===== src/sv/assert_macros.svh =====
// ----------------------------------------------------------------------------
// Assertion macros
// Shared concurrent assertion wrappers. They compile to nothing for synthesis.
// ----------------------------------------------------------------------------
`ifndef ASSERT_MACROS_SVH
`define ASSERT_MACROS_SVH

`ifndef SYNTHESIS
// Property must hold at every rising clock edge outside reset.
`define ASSERT_AT(lbl, clk, rst_n, prop, msg) \
    lbl: assert property (@(posedge clk) disable iff (!rst_n) (prop)) else $error(msg);
// Condition must never be true outside reset.
`define ASSERT_NEVER(lbl, clk, rst_n, cond, msg) \
    `ASSERT_AT(lbl, clk, rst_n, !(cond), msg)
`else
`define ASSERT_AT(lbl, clk, rst_n, prop, msg)
`define ASSERT_NEVER(lbl, clk, rst_n, cond, msg)
`endif

`endif


===== src/sv/est_pkg.sv =====
// ----------------------------------------------------------------------------
// Endpoint set table package
// Types, request kind codes and controller types shared by the table's files.
// ----------------------------------------------------------------------------
package est_pkg;

    localparam int EST_TABLE_DEPTH = 16;

    typedef logic [1:0]  t_kind;
    typedef logic [31:0] t_ip;
    typedef logic [15:0] t_port;
    typedef logic [4:0]  t_entry_count;

    // Request kind codes. The unused code behaves as a lookup.
    localparam t_kind KIND_LOOKUP = 2'd0;
    localparam t_kind KIND_INSERT = 2'd1;
    localparam t_kind KIND_REMOVE = 2'd2;

    typedef struct packed {
        t_ip   addr;
        t_port port;
    } t_endpoint;

    typedef enum logic [1:0] {
        ST_IDLE,
        ST_SCAN,
        ST_DRAIN,
        ST_COMMIT
    } t_state;

    // Controller to datapath commands.
    typedef struct packed {
        logic load;    // capture the request and restart the scan
        logic rd_en;   // read the next slot
        logic commit;  // apply the update and register the result
    } t_cmd;

    // Datapath to controller status.
    typedef struct packed {
        logic last_slot;  // the slot being read is the last one
        logic out_free;   // the result register can take a new result
    } t_status;

endpackage


===== src/sv/est_if.sv =====
// ----------------------------------------------------------------------------
// Endpoint set table channels
// Valid/ready channels for requests and for results.
// ----------------------------------------------------------------------------
interface est_req_if import est_pkg::*; ();
    logic  valid;
    logic  ready;
    t_kind kind;
    t_ip   ip_address;
    t_port port_number;

    modport source(output valid, kind, ip_address, port_number, input ready);
    modport sink(input valid, kind, ip_address, port_number, output ready);
endinterface

interface est_rsp_if import est_pkg::*; ();
    logic         valid;
    logic         ready;
    logic         was_present;
    logic         full_reject;
    t_entry_count entry_count;

    modport source(output valid, was_present, full_reject, entry_count, input ready);
    modport sink(input valid, was_present, full_reject, entry_count, output ready);
endinterface


===== src/sv/est_ctrl.sv =====
// ----------------------------------------------------------------------------
// Endpoint set table controller
// Sequences one request: capture, slot scan, pipeline drain, commit.
// ----------------------------------------------------------------------------
module est_ctrl import est_pkg::*; (
    input  logic    i_clk,
    input  logic    i_rst_n,
    input  logic    i_req_valid,
    output logic    o_req_ready,
    input  t_status i_status,
    output t_cmd    o_cmd
);

    t_state r_state;
    t_state n_state;

    always_ff @(posedge i_clk) begin
        if (!i_rst_n) begin
            r_state <= ST_IDLE;
        end else begin
            r_state <= n_state;
        end
    end

    always_comb begin
        n_state = r_state;
        unique case (r_state)
            ST_IDLE: begin
                if (i_req_valid) begin
                    n_state = ST_SCAN;
                end
            end
            ST_SCAN: begin
                if (i_status.last_slot) begin
                    n_state = ST_DRAIN;
                end
            end
            ST_DRAIN: begin
                n_state = ST_COMMIT;
            end
            ST_COMMIT: begin
                if (i_status.out_free) begin
                    n_state = ST_IDLE;
                end
            end
            default: begin
                n_state = ST_IDLE;
            end
        endcase
    end

    always_comb begin
        o_cmd       = '0;
        o_req_ready = 1'b0;
        unique case (r_state)
            ST_IDLE: begin
                o_req_ready = 1'b1;
                o_cmd.load  = i_req_valid;
            end
            ST_SCAN: begin
                o_cmd.rd_en = 1'b1;
            end
            ST_DRAIN: begin
                o_cmd = '0;
            end
            ST_COMMIT: begin
                o_cmd.commit = i_status.out_free;
            end
            default: begin
                o_cmd = '0;
            end
        endcase
    end

endmodule


===== src/sv/est_datapath.sv =====
// ----------------------------------------------------------------------------
// Endpoint set table datapath
// Slot memory, valid bits, entry count, match search and result register.
// ----------------------------------------------------------------------------
module est_datapath import est_pkg::*; #(
    parameter int TABLE_DEPTH = EST_TABLE_DEPTH
) (
    input  logic         i_clk,
    input  logic         i_rst_n,
    input  t_cmd         i_cmd,
    output t_status      o_status,
    input  t_kind        i_kind,
    input  t_ip          i_ip_address,
    input  t_port        i_port_number,
    output logic         o_out_valid,
    input  logic         i_out_ready,
    output logic         o_was_present,
    output logic         o_full_reject,
    output t_entry_count o_entry_count
);

    localparam int IDX_W = (TABLE_DEPTH > 1) ? $clog2(TABLE_DEPTH) : 1;
    localparam int CNT_W = $clog2(TABLE_DEPTH + 1);
    localparam logic [IDX_W-1:0] LAST_IDX = IDX_W'(TABLE_DEPTH - 1);

    t_endpoint mem [TABLE_DEPTH];

    logic [TABLE_DEPTH-1:0] r_valid;
    logic [CNT_W-1:0]       r_count;
    logic [CNT_W-1:0]       n_count;

    t_kind            r_kind;
    t_endpoint        r_key;
    logic [IDX_W-1:0] r_idx;

    logic             r_rd_en;
    logic [IDX_W-1:0] r_rd_idx;
    t_endpoint        r_rd_data;

    logic             r_hit;
    logic [IDX_W-1:0] r_hit_idx;
    logic             r_free_found;
    logic [IDX_W-1:0] r_free_idx;

    logic         r_out_valid;
    logic         r_out_present;
    logic         r_out_reject;
    t_entry_count r_out_count;

    logic slot_match;
    logic do_insert;
    logic do_remove;
    logic reject;

    assign slot_match = r_rd_en && r_valid[r_rd_idx] && (r_rd_data == r_key);
    assign do_insert  = (r_kind == KIND_INSERT) && !r_hit && r_free_found;
    assign reject     = (r_kind == KIND_INSERT) && !r_hit && !r_free_found;
    assign do_remove  = (r_kind == KIND_REMOVE) && r_hit;

    always_comb begin
        n_count = r_count;
        if (do_insert) begin
            n_count = r_count + CNT_W'(1);
        end else if (do_remove && (r_count != '0)) begin
            n_count = r_count - CNT_W'(1);
        end
    end

    // Slot memory: one write port, one registered read port.
    always_ff @(posedge i_clk) begin
        if (i_cmd.commit && do_insert) begin
            mem[r_free_idx] <= r_key;
        end
        if (i_cmd.rd_en) begin
            r_rd_data <= mem[r_idx];
        end
    end

    // Request capture and scan bookkeeping.
    always_ff @(posedge i_clk) begin
        r_rd_idx <= r_idx;
        if (i_cmd.load) begin
            r_kind       <= i_kind;
            r_key.addr   <= i_ip_address;
            r_key.port   <= i_port_number;
            r_idx        <= '0;
            r_hit        <= 1'b0;
            r_free_found <= 1'b0;
        end else begin
            if (i_cmd.rd_en) begin
                r_idx <= r_idx + IDX_W'(1);
                if (!r_valid[r_idx] && !r_free_found) begin
                    r_free_found <= 1'b1;
                    r_free_idx   <= r_idx;
                end
            end
            if (slot_match) begin
                r_hit     <= 1'b1;
                r_hit_idx <= r_rd_idx;
            end
        end
    end

    always_ff @(posedge i_clk) begin
        if (!i_rst_n) begin
            r_rd_en     <= 1'b0;
            r_valid     <= '0;
            r_count     <= '0;
            r_out_valid <= 1'b0;
        end else begin
            r_rd_en <= i_cmd.rd_en;
            if (i_cmd.commit) begin
                r_count <= n_count;
                if (do_insert) begin
                    r_valid[r_free_idx] <= 1'b1;
                end else if (do_remove) begin
                    r_valid[r_hit_idx] <= 1'b0;
                end
            end
            if (i_cmd.commit) begin
                r_out_valid <= 1'b1;
            end else if (i_out_ready) begin
                r_out_valid <= 1'b0;
            end
        end
    end

    always_ff @(posedge i_clk) begin
        if (i_cmd.commit) begin
            r_out_present <= r_hit;
            r_out_reject  <= reject;
            r_out_count   <= 5'(n_count);
        end
    end

    assign o_status.last_slot = (r_idx == LAST_IDX);
    assign o_status.out_free  = !r_out_valid || i_out_ready;

    assign o_out_valid   = r_out_valid;
    assign o_was_present = r_out_present;
    assign o_full_reject = r_out_reject;
    assign o_entry_count = r_out_count;

endmodule


===== src/sv/endpoint_set_table_top.sv =====
// ----------------------------------------------------------------------------
// Endpoint set table: lookup, insert and remove on a bounded set of endpoints.
// A result is registered at commit, after the slot scan and the drain; commit waits
// for a free result register. A new request is taken only in idle, after the last one
// is committed. The scan reads the slot memory one entry per cycle through one port.
// Reset empties the table at once (valid bits and count); slot memory is not swept.
// ----------------------------------------------------------------------------
`include "assert_macros.svh"

module endpoint_set_table_top import est_pkg::*; #(
    parameter int TABLE_DEPTH = EST_TABLE_DEPTH
) (
    input  logic   i_clk,
    input  logic   i_rst_n,
    est_req_if.sink   i_req,
    est_rsp_if.source o_rsp
);

    // The controller walks each request through four phases. In idle it is
    // ready for a request transfer and captures the request. In scan it reads
    // one slot per cycle; the datapath compares each registered slot against
    // the request key and notes the lowest free slot from the valid bits. The
    // drain phase lets the compare of the last slot land. In commit the table
    // is updated and the result is written into the result register, which
    // waits until any earlier result has been taken by a transfer.

    t_cmd    cmd;
    t_status status;

    est_ctrl u_ctrl (
        .i_clk       (i_clk),
        .i_rst_n     (i_rst_n),
        .i_req_valid (i_req.valid),
        .o_req_ready (i_req.ready),
        .i_status    (status),
        .o_cmd       (cmd)
    );

    est_datapath #(
        .TABLE_DEPTH (TABLE_DEPTH)
    ) u_datapath (
        .i_clk         (i_clk),
        .i_rst_n       (i_rst_n),
        .i_cmd         (cmd),
        .o_status      (status),
        .i_kind        (i_req.kind),
        .i_ip_address  (i_req.ip_address),
        .i_port_number (i_req.port_number),
        .o_out_valid   (o_rsp.valid),
        .i_out_ready   (o_rsp.ready),
        .o_was_present (o_rsp.was_present),
        .o_full_reject (o_rsp.full_reject),
        .o_entry_count (o_rsp.entry_count)
    );

    // A request transfer starts a scan, so the next cycle must not take another.
    `ASSERT_AT(a_busy_after_req, i_clk, i_rst_n, (i_req.valid && i_req.ready) |=> !i_req.ready, "request taken while a scan is running")

    // A refused insert means the endpoint was absent.
    `ASSERT_NEVER(a_reject_absent, i_clk, i_rst_n, o_rsp.valid && o_rsp.full_reject && o_rsp.was_present, "insert refused for an endpoint already present")

    // A refused insert happens only with every slot in use.
    `ASSERT_AT(a_reject_full, i_clk, i_rst_n, (o_rsp.valid && o_rsp.full_reject) |-> (o_rsp.entry_count == 5'(TABLE_DEPTH)), "insert refused while a slot was free")

endmodule

===== src/flat_wrapper.sv =====
// flat-port wrapper written by rule: the top's interface ports become plain ports
module endpoint_set_table_top_flat import est_pkg::*;
#(
    parameter int TABLE_DEPTH = EST_TABLE_DEPTH
)
  (i_clk, i_rst_n, i_req_valid, i_req_kind, i_req_ip_address, i_req_port_number, i_req_ready, o_rsp_valid, o_rsp_was_present, o_rsp_full_reject, o_rsp_entry_count, o_rsp_ready);
  est_req_if i_req_i ();
  est_rsp_if o_rsp_i ();
  input  logic i_clk;
  input  logic i_rst_n;
  input wire logic [$bits(i_req_i.valid)-1:0] i_req_valid;
  input wire logic [$bits(i_req_i.kind)-1:0] i_req_kind;
  input wire logic [$bits(i_req_i.ip_address)-1:0] i_req_ip_address;
  input wire logic [$bits(i_req_i.port_number)-1:0] i_req_port_number;
  output wire logic [$bits(i_req_i.ready)-1:0] i_req_ready;
  output wire logic [$bits(o_rsp_i.valid)-1:0] o_rsp_valid;
  output wire logic [$bits(o_rsp_i.was_present)-1:0] o_rsp_was_present;
  output wire logic [$bits(o_rsp_i.full_reject)-1:0] o_rsp_full_reject;
  output wire logic [$bits(o_rsp_i.entry_count)-1:0] o_rsp_entry_count;
  input wire logic [$bits(o_rsp_i.ready)-1:0] o_rsp_ready;
  assign i_req_i.valid = i_req_valid;
  assign i_req_i.kind = i_req_kind;
  assign i_req_i.ip_address = i_req_ip_address;
  assign i_req_i.port_number = i_req_port_number;
  assign i_req_ready = i_req_i.ready;
  assign o_rsp_valid = o_rsp_i.valid;
  assign o_rsp_was_present = o_rsp_i.was_present;
  assign o_rsp_full_reject = o_rsp_i.full_reject;
  assign o_rsp_entry_count = o_rsp_i.entry_count;
  assign o_rsp_i.ready = o_rsp_ready;
  endpoint_set_table_top #(.TABLE_DEPTH(TABLE_DEPTH)) u_core (.i_clk(i_clk), .i_rst_n(i_rst_n), .i_req(i_req_i), .o_rsp(o_rsp_i));
endmodule

===== config.mk =====
export PLATFORM = sky130hd
export DESIGN_NAME = endpoint_set_table_top_flat
export DESIGN_NICKNAME = d
export VERILOG_FILES = /design/src/sv/est_pkg.sv /design/src/sv/est_if.sv /design/src/sv/est_ctrl.sv /design/src/sv/est_datapath.sv /design/src/sv/endpoint_set_table_top.sv /design/src/flat_wrapper.sv
export VERILOG_INCLUDE_DIRS = /design/src /design/src/sv
export SDC_FILE = /design/constraint.sdc
export NUM_CORES = 1
export LEC_CHECK = 0
export BUFFER_PORTS_ARGS = -buffer_cell sky130_fd_sc_hd__buf_2
export CAP_MARGIN = 20
export CORE_ASPECT_RATIO = 0.6
export CORE_MARGIN = 2
export CORE_UTILIZATION = 56
export CTS_CLUSTER_DIAMETER = 150
export CTS_CLUSTER_SIZE = 25
export DETAILED_ROUTE_END_ITERATION = 6
export PLACE_DENSITY_LB_ADDON = 0.15
export SYNTH_ARGS = -nofsm -noshare
export SYNTH_HDL_FRONTEND = slang
export SYNTH_HIERARCHICAL = 1
export SYNTH_SLANG_ARGS = --single-unit

===== constraint.sdc =====
create_clock -name i_clk -period 5.9 [get_ports i_clk]
set_clock_uncertainty 0.05 [all_clocks]
set_input_delay 1.18 -clock i_clk [delete_from_list [all_inputs] [get_ports i_clk]]
set_output_delay 1.18 -clock i_clk [all_outputs]
set_load 0.05 [all_outputs]

==> summary.md <==
| Metric | Value |
|---|---|
| Hold WC Path Type | `register to register` |
| Yosys cell types | `between 50 and 60` |
| Cell family with most CP delay | `simple AND/OR/NAND/NOR gates` |
| Tot GR Track Use | `between 20% and 30%` |
| Minimum clock period | `approximately 3500 ps` |
| Post-Synthesis Cells | `1474` |
| RSZ-0062 raised after global routing | `no` |
| Fin cells | `between 2000 and 2500` |
| Post-Syn Nets | `between 1500 and 2000` |
| Dominant synthesized flop cell | `edfxtp_1` |
| Multi-input logic area | `between 7000 and 8000 µm²` |
| # rows | `70` |
| Drt initial violations | `around 2000` |
| Fmax | `approximately 280 MHz` |
| Hold Violations, Final | `0` |
| Hold Buf Count CTS | `0` |
| Vias | `approximately 15000` |
| Placed cells | `about 2300` |
| CTS clock-pin slew for the worst setup and hold paths | `~100 ps` |
| CP arrival | `3690 ps` |
| DRT Wirelength | `71.8 mm` |
| Power per cell area | `~370 nW/µm²` |
| CP Cell Sequence | `buf_2 > nand2b_1 > and2_1 > buf_4 > and2_1 > nand3_1 > nor2_4 > buf_4` |
| Global-route wire length before repair | `106 mm` |
| Clock buffer count from CTS | `42` |
| Vias per cell | `between 6 and 7` |
| Most common cell after layout, fill and taps aside | `edfxtp_1` |
| Worst Setup End Kind | `register` |
| Slew HR | `approximately 25%` |
| Hpwl dp | `about 40 mm` |
| Crit path buf inv count | `3` |
| # DRC | `0` |
| Total of max-cap violations | `0` |
| Fillcell total | `4148` |
| Area post-placement | `around 36000 µm²` |
| RR Endpoint | `u_core/u_datapath/mem[15][28]` |
| Seq cells post-synth | `just over 900` |
| Share of layout cells above drive strength 1 | `a little over a quarter` |
| Synthesis-to-layout area growth | `8.15%` |
| CP max stage cell | `buf_4` |
| Ports | `between 60 and 70` |
| Setup bufs post-CTS | `0` |
| Worst r2r src | `u_core/u_ctrl/r_state[0]` |
| Setup-failing EPs final | `0` |
| Post-synth ARST share | `0%` |
| FF-to-FF path depth | `7` |
| Fin area | `37500 µm²` |
| Die area | `around 64000 µm²` |
| Gr ovfl total | `0` |
| Critical path origin | `o_rsp_ready` |
| Bufs on Longest Clock Path | `3` |
| Outcome | `finished, final reports clean` |
| Most frequent cells in the layout | `edfxtp_1, mux4_2, buf_2` |
| Mapped cell area | `between 30000 and 40000 µm²` |
| Root Driver | `clkbuf_16` |
| Worst setup path endpoint | `u_core/u_datapath/mem[15][28]` |
| Crit-path max FO | `33` |
| Levels on crit path | `8` |
| Die Y | `197 µm` |
| Final period util | `between 50% and 60%` |
| R2R Setup Slk | `approximately 2600 ps` |
| Initial antenna violation count | `1` |
| Worst Setup Path Type | `input port to register` |
| Port Buffers | `62` |
| Final Slew Violations | `0` |
| Startpoint types | `input port` |
| Clk_lat worst skew | `approximately 600 ps` |
| Synth warn | `6` |
| Core Box Area | `~61000 µm²` |
| Number of synthesized flops with an enable pin | `roughly 880` |
| Wirelength per Cell | `between 20 and 30 µm` |
| CTS resizes | `0` |
| H-tree Lvls | `2` |
| Req. time, crit path | `6070 ps` |
| Final GP Congestion | `between 0.8 and 0.9` |
| Setup TNS | `0 ps` |
| Register area | `around 27000 µm²` |
| Slew @ Worst Pin | `1120 ps` |
| Drt pass-1 iters | `6` |
| Sequential share of the synthesized area | `between 70% and 80%` |
| Syn avg cell area | `approximately 23 µm²` |
| Max VDD drop | `between 0.2 and 0.3 mV` |
| CP peak stage delay | `approximately 680 ps` |
| Number of global-route vias before repair | `15200` |
| Number of nets with antenna violations after routing | `0` |
| Die W | `~330 µm` |
| CTS tree | `done` |
| Final Net Count | `between 1500 and 2000` |
| Initial cell density of the core | `about 57%` |
| Clock Sinks | `slightly above 900` |
| Lkg Pwr | `11.2 nW` |
| Largest net degree at the start of global routing | `143` |
## cells by family (layout without fill, tap and decap cells)
kind of cell | count (synthesis) | count (layout) | share of synthesized area [%]
AO/OA/AOI/OAI | 51 | 51 | 1.05
other | 0 | 1 | 0
XOR/XNOR | 48 | 48 | 1.21
adder cells (fa/ha/maj) | 7 | 7 | 0.253
buffers and inverters | 81 | 172 | 0.968
AND/OR/NAND/NOR | 117 | 117 | 1.76
flip-flops | 916 | 916 | 78.4
multiplexers | 254 | 254 | 16.3
## final cells by class
class	instances	share of cell area [%]
Tap cell	828	2.77
Clock buffer	53	3.09
Sequential cell	916	72.5
Inverter	18	0.184
Antenna cell	1	0.00668
Timing Repair Buffer	100	1.92
Clock inverter	1	0.0301
Multi-Input combinational cell	477	19.5
## where the power goes
| group | internal (W) | switching (W) |
|---|---|---|
| combinational | 0.00120 | 0.00124 |
| clock | 0.00139 | 0.00188 |
| sequential | 0.00773 | 0.000511 |
| total | 0.0103 | 0.00363 |
## through the flow
step | power (W) | setup slack, ps | hold WS, ps | utilization, %
floorplan | 0.00994 | 1060 | 295 | -
global placement | 0.0108 | 1800 | 394 | 59.4
detailed placement | 0.0109 | 1760 | 400 | 59.4
CTS | 0.0141 | 2390 | 425 | 61.4
global route | 0.0145 | 2290 | 442 | 61.4
finish | 0.0139 | 2380 | 424 | 61.4
## registers in the layout (all words and copies together) (netlist names), 2 cells and up
| signal | flops |
|---|---|
| u_core/u_ctrl/r_state | 2 |
| u_core/u_datapath/mem | 768 |
| u_core/u_datapath/o_entry_count | 5 |
| u_core/u_datapath/r_count | 5 |
| u_core/u_datapath/r_free_idx | 4 |
| u_core/u_datapath/r_hit_idx | 4 |
| u_core/u_datapath/r_idx | 4 |
| u_core/u_datapath/r_key | 48 |
| u_core/u_datapath/r_kind | 2 |
| u_core/u_datapath/r_rd_data | 48 |
| u_core/u_datapath/r_rd_idx | 4 |
| u_core/u_datapath/r_valid | 16 |
## synthesized netlist by cell type, drive strengths merged (2+ instances only)
library cell	number	area share [%]
a222oi	2	0.058
o211ai	2	0.043
or3	2	0.036
xor2	16	0.40
nand4	10	0.18
o221a	5	0.16
a31oi	4	0.072
nand2	21	0.23
nand3b	3	0.065
mux4	249	16
o22ai	2	0.036
o21a	2	0.043
a21oi	16	0.23
nand3	6	0.087
nor2b	6	0.11
nor2	28	0.30
o41ai	2	0.051
dfxtp	35	2.0
nor4	7	0.13
edfxtp	881	76
and3	2	0.036
and2	4	0.076
o21ai	5	0.072
buf	31	0.42
nor3	16	0.23
mux2i	4	0.12
nand2b	6	0.11
clkbuf	32	0.35
xnor2	32	0.81
nor4b	2	0.069
ha	7	0.25
inv	17	0.18
## how the worst min path moves through the flow
stage	start	endpoint	slack (ps)	cells past startpoint
after CTS	u_core/u_datapath/r_rd_idx[3]	u_core/u_datapath/r_hit_idx[3]	430	0
final	u_core/u_datapath/r_rd_idx[3]	u_core/u_datapath/r_hit_idx[3]	420	0
after floorplan	u_core/u_datapath/r_idx[2]	u_core/u_datapath/r_rd_idx[2]	290	0
after global placement	u_core/u_datapath/r_rd_idx[3]	u_core/u_datapath/r_hit_idx[3]	390	0
after detailed placement	u_core/u_datapath/r_rd_idx[3]	u_core/u_datapath/r_hit_idx[3]	400	0
after global routing	u_core/u_datapath/r_rd_idx[3]	u_core/u_datapath/r_hit_idx[3]	440	0
## metal layers
layer | vias to the layer above | part of all wire (%) | track usage, %
li1 | 6354 | - | -
met1 | 8486 | 47 | 38.7
met2 | 589 | 45 | 32.8
met3 | 47 | 7.7 | 3.95
met4 | 0 | 0.95 | 3.12
met5 | - | 0 | 0
(Power assumes the default switching activity.)
